## src/hdl/h4df_pkg.sv

```systemverilog
`default_nettype none
package h4df_pkg;

    localparam int ByteW = 8;
    localparam int KindW = 2;
    localparam int LenW  = 16;
    localparam int IdxW  = 3;

    localparam logic [ByteW-1:0] TYPE_ACL   = 8'h02;
    localparam logic [ByteW-1:0] TYPE_SCO   = 8'h03;
    localparam logic [ByteW-1:0] TYPE_EVENT = 8'h04;

    localparam logic [KindW-1:0] KIND_EVENT = 2'd0;
    localparam logic [KindW-1:0] KIND_ACL   = 2'd1;
    localparam logic [KindW-1:0] KIND_SCO   = 2'd2;

    // header length per kind, type byte excluded
    localparam logic [IdxW:0] HDR_EVENT = 4'd2;
    localparam logic [IdxW:0] HDR_ACL   = 4'd4;
    localparam logic [IdxW:0] HDR_SCO   = 4'd3;

    localparam logic [IdxW-1:0] IDX_EVT_LEN = 3'd1;
    localparam logic [IdxW-1:0] IDX_SCO_LEN = 3'd2;
    localparam logic [IdxW-1:0] IDX_ACL_LO  = 3'd2;
    localparam logic [IdxW-1:0] IDX_ACL_HI  = 3'd3;

    typedef enum logic [2:0] {
        PH_TYPE    = 3'b001,
        PH_HEADER  = 3'b010,
        PH_PAYLOAD = 3'b100
    } phase_t;

    typedef struct packed {
        logic             valid;
        logic [ByteW-1:0] data;
    } beat_t;

endpackage
`default_nettype wire

```

## src/hdl/hci_h4_packet_deframer_unit.sv

```systemverilog
`default_nettype none
// HCI H4 deframer: takes one byte of the H4 stream per beat on rx_* and gives out every
// header and payload byte after the type byte on out_*, tagged with the packet kind
// (0 event, 1 ACL, 2 SCO) and a last mark on the frame's final byte. Valid type bytes give
// no output beat; an unknown type byte comes out once with dropped set and the next byte
// is taken as a new type byte. Throughput is one byte per cycle unless out_stall holds
// the output; a byte passes the input holding register, then the frame state machine
// into the output register. No clearing pass after reset.
module hci_h4_packet_deframer_unit (
    input  wire logic                       clk,
    input  wire logic                       rst_n,
    input  wire logic                       rx_valid,
    output logic                            rx_stall,
    input  wire logic [h4df_pkg::ByteW-1:0] rx_byte,
    output logic                            out_valid,
    input  wire logic                       out_stall,
    output logic [h4df_pkg::ByteW-1:0]      data_byte,
    output logic [h4df_pkg::KindW-1:0]      pkt_kind,
    output logic                            last,
    output logic                            dropped
);

    h4df_pkg::beat_t beat;
    logic            take;

    h4df_in_stage u_in (
        .clk      (clk),
        .rst_n    (rst_n),
        .rx_valid (rx_valid),
        .rx_byte  (rx_byte),
        .rx_stall (rx_stall),
        .take     (take),
        .beat     (beat)
    );

    h4df_parser u_parser (
        .clk       (clk),
        .rst_n     (rst_n),
        .beat      (beat),
        .take      (take),
        .out_valid (out_valid),
        .out_stall (out_stall),
        .data_byte (data_byte),
        .pkt_kind  (pkt_kind),
        .last      (last),
        .dropped   (dropped)
    );

endmodule
`default_nettype wire

```

## src/hdl/h4df_in_stage.sv

```systemverilog
`default_nettype none
module h4df_in_stage (
    input  wire logic                   clk,
    input  wire logic                   rst_n,
    input  wire logic                   rx_valid,
    input  wire logic [h4df_pkg::ByteW-1:0] rx_byte,
    output logic                        rx_stall,
    input  wire logic                   take,
    output h4df_pkg::beat_t             beat
);

    logic                        valid_reg;
    logic                        valid_next;
    logic [h4df_pkg::ByteW-1:0]  data_reg;
    logic                        accept;

    // holding register may refill in the same cycle it drains
    assign rx_stall   = valid_reg && !take;
    assign accept     = rx_valid && !rx_stall;
    assign valid_next = accept ? 1'b1 : (take ? 1'b0 : valid_reg);

    always_ff @(posedge clk or negedge rst_n)
    begin
        if (!rst_n)
        begin
            valid_reg <= 1'b0;
        end
        else
        begin
            valid_reg <= valid_next;
        end
    end

    always_ff @(posedge clk)
    begin
        if (accept)
        begin
            data_reg <= rx_byte;
        end
    end

    assign beat.valid = valid_reg;
    assign beat.data  = data_reg;

endmodule
`default_nettype wire

```

## src/hdl/h4df_parser.sv

```systemverilog
`default_nettype none
module h4df_parser (
    input  wire logic                       clk,
    input  wire logic                       rst_n,
    input  wire h4df_pkg::beat_t            beat,
    output logic                            take,
    output logic                            out_valid,
    input  wire logic                       out_stall,
    output logic [h4df_pkg::ByteW-1:0]      data_byte,
    output logic [h4df_pkg::KindW-1:0]      pkt_kind,
    output logic                            last,
    output logic                            dropped
);

    h4df_pkg::phase_t              phase_reg, phase_next;
    logic [h4df_pkg::KindW-1:0]    kind_reg, kind_next;
    logic [h4df_pkg::IdxW-1:0]     idx_reg, idx_next;
    logic [h4df_pkg::ByteW-1:0]    len_lo_reg, len_lo_next;
    logic [h4df_pkg::LenW-1:0]     left_reg, left_next;

    logic                          ov_reg, ov_next;
    logic [h4df_pkg::ByteW-1:0]    data_reg, data_next;
    logic [h4df_pkg::KindW-1:0]    okind_reg, okind_next;
    logic                          last_reg, last_next;
    logic                          drop_reg, drop_next;

    logic                          go;
    logic                          emit;
    logic [h4df_pkg::IdxW:0]       hdr_len;
    logic [h4df_pkg::IdxW:0]       idx_inc;
    logic [h4df_pkg::KindW-1:0]    kind_eff;
    logic [h4df_pkg::ByteW-1:0]    b;

    assign take = !ov_reg || !out_stall;
    assign go   = beat.valid && take;
    assign b    = beat.data;

    assign kind_eff = (kind_reg == h4df_pkg::KIND_ACL || kind_reg == h4df_pkg::KIND_SCO)
                      ? kind_reg : h4df_pkg::KIND_EVENT;
    assign idx_inc  = {1'b0, idx_reg} + 4'd1;

    always_comb
    begin
        case (kind_eff)
            h4df_pkg::KIND_ACL: hdr_len = h4df_pkg::HDR_ACL;
            h4df_pkg::KIND_SCO: hdr_len = h4df_pkg::HDR_SCO;
            default:            hdr_len = h4df_pkg::HDR_EVENT;
        endcase
    end

    always_comb
    begin
        phase_next  = phase_reg;
        kind_next   = kind_reg;
        idx_next    = idx_reg;
        len_lo_next = len_lo_reg;
        left_next   = left_reg;
        emit        = 1'b0;
        data_next   = b;
        okind_next  = kind_eff;
        last_next   = 1'b0;
        drop_next   = 1'b0;

        case (phase_reg)
            h4df_pkg::PH_HEADER:
            begin
                emit = 1'b1;
                case (kind_eff)
                    h4df_pkg::KIND_ACL:
                    begin
                        if (idx_reg == h4df_pkg::IDX_ACL_LO)
                        begin
                            len_lo_next = b;
                        end
                        else if (idx_reg == h4df_pkg::IDX_ACL_HI)
                        begin
                            left_next = {b, len_lo_reg};
                        end
                    end
                    h4df_pkg::KIND_SCO:
                    begin
                        if (idx_reg == h4df_pkg::IDX_SCO_LEN)
                        begin
                            left_next = {{(h4df_pkg::LenW-h4df_pkg::ByteW){1'b0}}, b};
                        end
                    end
                    default:
                    begin
                        if (idx_reg == h4df_pkg::IDX_EVT_LEN)
                        begin
                            left_next = {{(h4df_pkg::LenW-h4df_pkg::ByteW){1'b0}}, b};
                        end
                    end
                endcase
                idx_next = idx_inc[h4df_pkg::IdxW-1:0];
                if (idx_inc >= hdr_len)
                begin
                    if (left_next == '0)
                    begin
                        last_next  = 1'b1;
                        phase_next = h4df_pkg::PH_TYPE;
                    end
                    else
                    begin
                        phase_next = h4df_pkg::PH_PAYLOAD;
                    end
                end
            end
            h4df_pkg::PH_PAYLOAD:
            begin
                emit      = 1'b1;
                left_next = left_reg - 16'd1;
                if (left_next == '0)
                begin
                    last_next  = 1'b1;
                    phase_next = h4df_pkg::PH_TYPE;
                end
            end
            default:
            begin
                idx_next    = '0;
                len_lo_next = '0;
                left_next   = '0;
                case (b)
                    h4df_pkg::TYPE_EVENT:
                    begin
                        kind_next  = h4df_pkg::KIND_EVENT;
                        phase_next = h4df_pkg::PH_HEADER;
                    end
                    h4df_pkg::TYPE_ACL:
                    begin
                        kind_next  = h4df_pkg::KIND_ACL;
                        phase_next = h4df_pkg::PH_HEADER;
                    end
                    h4df_pkg::TYPE_SCO:
                    begin
                        kind_next  = h4df_pkg::KIND_SCO;
                        phase_next = h4df_pkg::PH_HEADER;
                    end
                    default:
                    begin
                        // unknown type: flag it and resync on the next byte
                        emit       = 1'b1;
                        okind_next = h4df_pkg::KIND_EVENT;
                        drop_next  = 1'b1;
                        phase_next = h4df_pkg::PH_TYPE;
                    end
                endcase
            end
        endcase
    end

    assign ov_next = go ? emit : (take ? 1'b0 : ov_reg);

    always_ff @(posedge clk or negedge rst_n)
    begin
        if (!rst_n)
        begin
            phase_reg  <= h4df_pkg::PH_TYPE;
            kind_reg   <= h4df_pkg::KIND_EVENT;
            idx_reg    <= '0;
            len_lo_reg <= '0;
            left_reg   <= '0;
            ov_reg     <= 1'b0;
        end
        else
        begin
            ov_reg <= ov_next;
            if (go)
            begin
                phase_reg  <= phase_next;
                kind_reg   <= kind_next;
                idx_reg    <= idx_next;
                len_lo_reg <= len_lo_next;
                left_reg   <= left_next;
            end
        end
    end

    always_ff @(posedge clk)
    begin
        if (go && emit)
        begin
            data_reg  <= data_next;
            okind_reg <= okind_next;
            last_reg  <= last_next;
            drop_reg  <= drop_next;
        end
    end

    assign out_valid = ov_reg;
    assign data_byte = data_reg;
    assign pkt_kind  = okind_reg;
    assign last      = last_reg;
    assign dropped   = drop_reg;

endmodule
`default_nettype wire

```

## config.mk

```make
export PLATFORM = sky130hd
export DESIGN_NAME = hci_h4_packet_deframer_unit
export DESIGN_NICKNAME = d
export VERILOG_FILES = /design/src/hdl/h4df_pkg.sv /design/src/hdl/hci_h4_packet_deframer_unit.sv /design/src/hdl/h4df_in_stage.sv /design/src/hdl/h4df_parser.sv
export SDC_FILE = /design/constraint.sdc
export NUM_CORES = 1
export LEC_CHECK = 0
export ABC_AREA = 1
export ABC_CLOCK_PERIOD_IN_PS = 3000
export BUFFER_PORTS_ARGS = -buffer_cell sky130_fd_sc_hd__buf_2
export CAP_MARGIN = 20
export CORE_MARGIN = 2
export CORE_UTILIZATION = 30
export DETAILED_ROUTE_END_ITERATION = 7
export HOLD_SLACK_MARGIN = 0.12
export PLACE_DENSITY_LB_ADDON = 0.1
export SYNTH_ARGS = -nofsm -noshare
export SYNTH_HDL_FRONTEND = slang
export SYNTH_SLANG_ARGS = --single-unit
```

## constraint.sdc

```tcl
create_clock -name clk -period 3 [get_ports clk]
set_clock_uncertainty 0.1 [all_clocks]
set_input_delay 0.3 -clock clk [delete_from_list [all_inputs] [get_ports clk]]
set_output_delay 0.3 -clock clk [all_outputs]
set_load 0.03 [all_outputs]
```

==> impl_metrics.ini, run 1 <==
[power_and_ir_drop]
vdd_drop_max_mv = 0.200
leakagePower_nw = 1.96
power_density_mw_per_mm2 = 585

[yosys]
yosysTopAreaCell = dfrtp_1
async_flop_share_pct = 63.0
synth_enable_flop_cells = 20
ys_ff_latch = 54
synth_common_cells = nand2_1, nand3_1, inv_1, nor2_1, dfrtp_1
yosysTopAreaCellShare_pct = 22.6
ys_seq_area_share_pct = 39.8
syn_avg_cell_area_um2 = 7.02
yosysWarningCount = 0
synthFlopType = dfrtp_1
syn_nets = 544
yosys.cell_types.count = 35
netlist_area_mm2 = 0.00365
synthCells = 520
synth_area_leaders = dfrtp_1, edfxtp_1, nand2_1
yosysMostFrequentCell = nand2_1

[routing]
vias_per_cell = 5.01
wirelength_um = 10900
detail-route-antenna-nets = 0
drt_drc_violations_left = 0
dr.first_iter.drc_count = 253
wl_per_cell_um = 15.6
dr.pass1.iters = 6
vias = 3495

[finish]
fin_util_pct = 35.0
syn_to_final_growth_pct = 14.5
drive_gt1_share_pct = 9.80
antenna_cells = 0
fin_nets = 574
largest_reg_flops = 16
layoutNonFillerInstCount = 698

[place]
portBuffers = 25
numPlacedInstances = 680
place.gp.congestion = 0.843
dp_hpwl_um = 8050
place_ws_ns = 0.400

[grt]
antenna_found_initial = 0
grt_pass1_vias = 3356
grt_pass1_wl_um = 17900
grt_util_all_layers_pct = 17.8
overflow = 0
grt_max_degree = 35

[critical_path]
crit_path_max_fanout = 16
worstSetupEndpoint = u_parser.last
startpoint = u_parser.idx_reg[0]
r2r-end = u_parser.last
r2r_cells = 12
worstPathArrival_ns = 2.65
worstSetupEndpointType = register
crit_required_ns = 3.05
r2r_start = u_parser.idx_reg[0]
critical_path.startpoint_type = register
crit_type = register to register
r2r_slack_ns = 0.40

[cts]
cts_root_buf = clkbuf_16
clockBufferDepth = 2
cts_setup_buffers = 0
htree_levels = 2
clock_latency_ns = 0.31
cts_tree = built
path_clk_slew_ns = 0.07
cts_sinks = 54
cts_buffers = 5

[sta]
timing.final.ws_setup_ns = 0.397
setup_viol = 0
worst_slew_pin_slew_ns = 0.823
fmaxAchievable_mhz = 384
layout_worst_path_cycle_share_pct = 86.8
min_period_ns = 2.60
hold_viol = 0
finalSetupTns_ns = 0
slew_violations = 0
rsz0062_at_grt = no
relSlewSlack_pct = 45.1

[floorplanning]
die_y_um = 114
io-pin-count = 26
initial_core_util_pct = 30.5
die_area_mm2 = 0.0131
die_w_um = 114
core_area_mm2 = 0.0120
fp-row-count = 40

[min_path]
hold_path.class = input pin to register

[run_status]
status = finished clean

[job]
max_cap_viol_count = 0
[layout by cell type (no fill, tap or decap), types with 12 or more instances in the layout]
master / Yosys / final
nand2_1: 159 / 159
nand3_1: 63 / 63
inv_1: 58 / 58
nor2_1: 48 / 48
dfrtp_1: 33 / 33
o21ai_0: 32 / 32
a21oi_1: 29 / 29
buf_2: 6 / 25
edfxtp_1: 20 / 20
ha_1: 12 / 12
[worst min path at each step]
stage,startpoint,to,cells after the start
final,out_stall,u_parser.out_valid,3
after global routing,out_stall,u_parser.out_valid,3
after CTS,out_stall,u_parser.out_valid,3
after detailed placement,rst_n,u_parser.left_reg[6],1
after global placement,rst_n,u_parser.left_reg[5],1
after floorplan,rst_n,u_in.valid_reg,0
[logic make-up after synthesis]
| group | Yosys count | synth area share, % |
|---|---|---|
| adder cells (fa/ha/maj) | 12 | 4.11 |
| buffers and inverters | 81 | 9.04 |
| XOR/XNOR | 5 | 1.20 |
| flip-flops | 54 | 39.8 |
| AO/OA/AOI/OAI | 81 | 12.4 |
| AND/OR/NAND/NOR | 286 | 33.2 |
| multiplexers | 1 | 0.274 |
[metrics by stage]
| step | hold slack [ns] | power (W) | cell area, µm² |
|---|---|---|---|
| finish | 0.156 | 0.00245 | 4180 |
| global route | 0.183 | 0.00263 | 4180 |
| CTS | 0.158 | 0.00247 | 4180 |
| detailed placement | 0.366 | 0.00182 | 3930 |
| global placement | 0.363 | 0.00182 | 3930 |
| floorplan | -0.0956 | 0.00157 | 3650 |
[critical path, stage by stage (launching register included)]
cell and delay (ns):
dfrtp_1 0.42, ha_1 0.21, ha_1 0.46, nand2_4 0.23, o21ai_0 0.27, nand2_1 0.07
nand2_1 0.06, nand2_1 0.06, nor2_1 0.10, nand2_1 0.06, nor2_1 0.15, nand3_1 0.11
o22ai_1 0.14
[what timing repair did]
item,CTS,global route
hold buffers,10,0
setup endpoints to repair,0,0
endpoints found under the hold margin,42,0
gates resized for setup,0,0
[layer usage]
layer	up-vias	track usage (%)	part of all wire, %
li1	1763	-	-
met1	1619	25.1	49
met2	96	28.3	45
met3	17	3.07	3.9
met4	0	5.12	1.9
met5	-	0	0
[power by group]
part | switching [W] | internal [W] | total (W)
clock network | 0.000291 | 0.000336 | 0.000628
registers | 0.0000916 | 0.000857 | 0.000949
logic | 0.000597 | 0.000273 | 0.000870
[final cells by class]
type / instances / area [µm²]
Timing Repair Buffer: 43 / 285
Multi-Input combinational cell: 385 / 1870
Inverter: 61 / 229
Fill cell: 1248 / 7780
Sequential cell: 54 / 1450
Clock inverter: 2 / 17.5
Clock buffer: 6 / 139
Tap cell: 147 / 184
No activity file was read; power rests on OpenSTA's default activity.
==> run 2, diff against run 1 <==
- ABC_AREA: 1 -> not set
==> impl_metrics.ini, run 2 <==
[run_status]
status = finished clean

[yosys]
yosysWarningCount = 0
yosys.area_share.adder_pct = 4.67
synth_area_leaders = dfrtp_1, edfxtp_1, nand2_1
syn_nets = 368
ys_seq_area_share_pct = 45.2
synth_top_family_by_area = compound AO/OA/AOI/OAI gates
yosys.cell_types.count = 54
yosysTopAreaCell = dfrtp_1
synthSimpleGateAreaFrac_pct = 19.0
synth_xor_area_share_pct = 1.09
synth-compound-area-share_pct = 20.9
ys_ff_latch = 54
synth_common_cells = nand2_1, o21ai_0, dfrtp_1, edfxtp_1, clkbuf_1
netlist_area_mm2 = 0.00322
synthCells = 344
synthFlopType = dfrtp_1
yosysMostFrequentCell = nand2_1
yosysTopAreaCellShare_pct = 25.7
async_flop_share_pct = 63.0
muxShareOfSynthArea_pct = 4.63
synth_enable_flop_cells = 20
syn_avg_cell_area_um2 = 9.35

[floorplanning]
io-pin-count = 26
die_y_um = 108
initial_core_util_pct = 31.0
die_area_mm2 = 0.0116
fp-row-count = 37
core_area_mm2 = 0.0104
die_w_um = 108

[critical_path]
critical_path.startpoint_type = register
crit_path_max_fanout = 8
worstSetupEndpointType = register
crit_type = register to register
cp_top_family = simple AND/OR/NAND/NOR gates
crit_path_cell_trace = buf_4 -> ha_1 -> ha_1 -> nand2_4 -> mux2_2 -> a222oi_1 -> nand4_1 -> nor3_2 -> nand3_1 -> a32o_1
cpMostUsedCell = ha_1
crit_required_ns = 3.10
cpMaxStageDelayCell = dfrtp_1
worstPathArrival_ns = 2.97
max_stage_delay_ns = 0.40
cp.buffers_inverters = 1

[grt]
grt_max_degree = 35
busiest_layer = met2
grt_util_all_layers_pct = 17.3
grt_pass1_wl_um = 15200
use_met3_pct = 2.66
grt_pass1_vias = 2658
met1_usage_pct = 25.5
antenna_found_initial = 0
grt_util_met2_pct = 26.6
overflow = 0

[finish]
drive_gt1_share_pct = 19.6
layoutNonFillerInstCount = 528
fin_util_pct = 36.8
mostFrequentLayoutCells = nand2_1, o21ai_0, dfrtp_1
syn_to_final_growth_pct = 18.6
fillers = 1093
fin_area_mm2 = 0.00382
fin_nets = 415
final_common_cell = nand2_1
antenna_cells = 0
largest_reg_flops = 16

[sta]
worst_slew_pin_slew_ns = 0.860
setup_viol = 0
finalSetupTns_ns = 0
layout_worst_path_cycle_share_pct = 95.6
fmaxAchievable_mhz = 349
slew_violations = 0
min_period_ns = 2.87
hold_slack_ns = 0.161
hold_viol = 0
relSlewSlack_pct = 42.7

[power_and_ir_drop]
p_int_w = 0.00109
pwr-share-comb_pct = 21.8
netSwitchingFraction_pct = 31.9
power_density_mw_per_mm2 = 421
p_clk_share_pct = 26.9
leakagePower_nw = 1.60
power_frac_seq_pct = 51.3
power_switching_w = 0.000514
vdd_drop_max_mv = 0.183

[cts]
cts_buffers = 5
cts_sinks = 54
cts_root_buf = clkbuf_8
clockBufferDepth = 2
path_clk_slew_ns = 0.11
cts_tree = built
clock_latency_ns = 0.31
htree_levels = 2

[min_path]
hold_path.class = input pin to register

[place]
place.gp.congestion = 0.825
placed_cell_area_mm2 = 0.00360
dp_hpwl_um = 6830
numPlacedInstances = 507
portBuffers = 25

[routing]
detail-route-antenna-nets = 0
vias = 2816
wirelength_um = 9510
dr.first_iter.drc_count = 198
wl_per_cell_um = 18.0
dr.pass1.iters = 5
drt_drc_violations_left = 0
vias_per_cell = 5.33

[job]
max_cap_viol_count = 0
==> run 2: timing repair <==
action / 4_1_cts / 5_1_grt
endpoints found under the hold margin: 42 / 0
setup buffers: 0 / 2
setup endpoints to repair: 0 / 3
gates resized for setup: 0 / 1
hold buffers: 10 / 0
==> run 2: power groups by stage <==
stage | clock (W) | sequential, W | combinational, W
finish | 0.000433 | 0.000824 | 0.000350
global route | 0.000489 | 0.000828 | 0.000383
CTS | 0.000459 | 0.000824 | 0.000345
detailed placement | 0 | 0.000840 | 0.000333
global placement | 0 | 0.000839 | 0.000337
floorplan | 0 | 0.000870 | 0.000184
==> run 2: path summary, 6_finish.rpt <==
path	from	endpoint	slack, ns	cells past startpoint
min in group asynchronous	rst_n	u_parser.len_lo_reg[6]	0.53	2
max reg2reg	u_parser.idx_reg[0]	u_parser.phase_reg[2]	0.13	10
min	out_stall	u_parser.out_valid	0.16	3
max	u_parser.idx_reg[0]	u_parser.phase_reg[2]	0.13	10
max in group asynchronous	rst_n	u_parser.left_reg[15]	1.73	2
min reg2reg	u_parser.len_lo_reg[4]	u_parser.len_lo_reg[4]	0.42	2
==> run 2: cells by family after synthesis <==
group	after synthesis
compound gates	102
xor+xnor	4
fa+ha+maj	12
buf+inv	36
flops	54
mux	13
simple gates	123
==> run 2: final cells by class <==
type                            instances  area, µm²  area share, %
Multi-Input combinational cell        254       1620           42.4
Sequential cell                        54       1450           38.1
Timing Repair Buffer                   62        432           11.3
Tap cell                              136        170           4.46
Clock buffer                            6       72.6           1.90
Inverter                               14       52.6           1.38
Clock inverter                          2       17.5          0.459
==> run 2: worst min-delay path: stages <==
cell and delay, ns:
buf_2 0.09, nand2_1 0.06, o21ai_0 0.08
==> run 2: stage by stage <==
step | worst slack (ns) | power (W)
global route | -0.0208 | 0.00170
CTS | 0.0637 | 0.00163
finish | 0.133 | 0.00161
floorplan | 0.474 | 0.00105
detailed placement | 0.0815 | 0.00117
global placement | 0.123 | 0.00118
==> run 2: metal layers <==
layer	up-vias	wire length (µm)	part of all wire, %
met5	-	0	0
met1	1382	4770	50
met2	64	4320	45
met3	4	330	3.5
li1	1366	-	-
met4	0	93	0.98
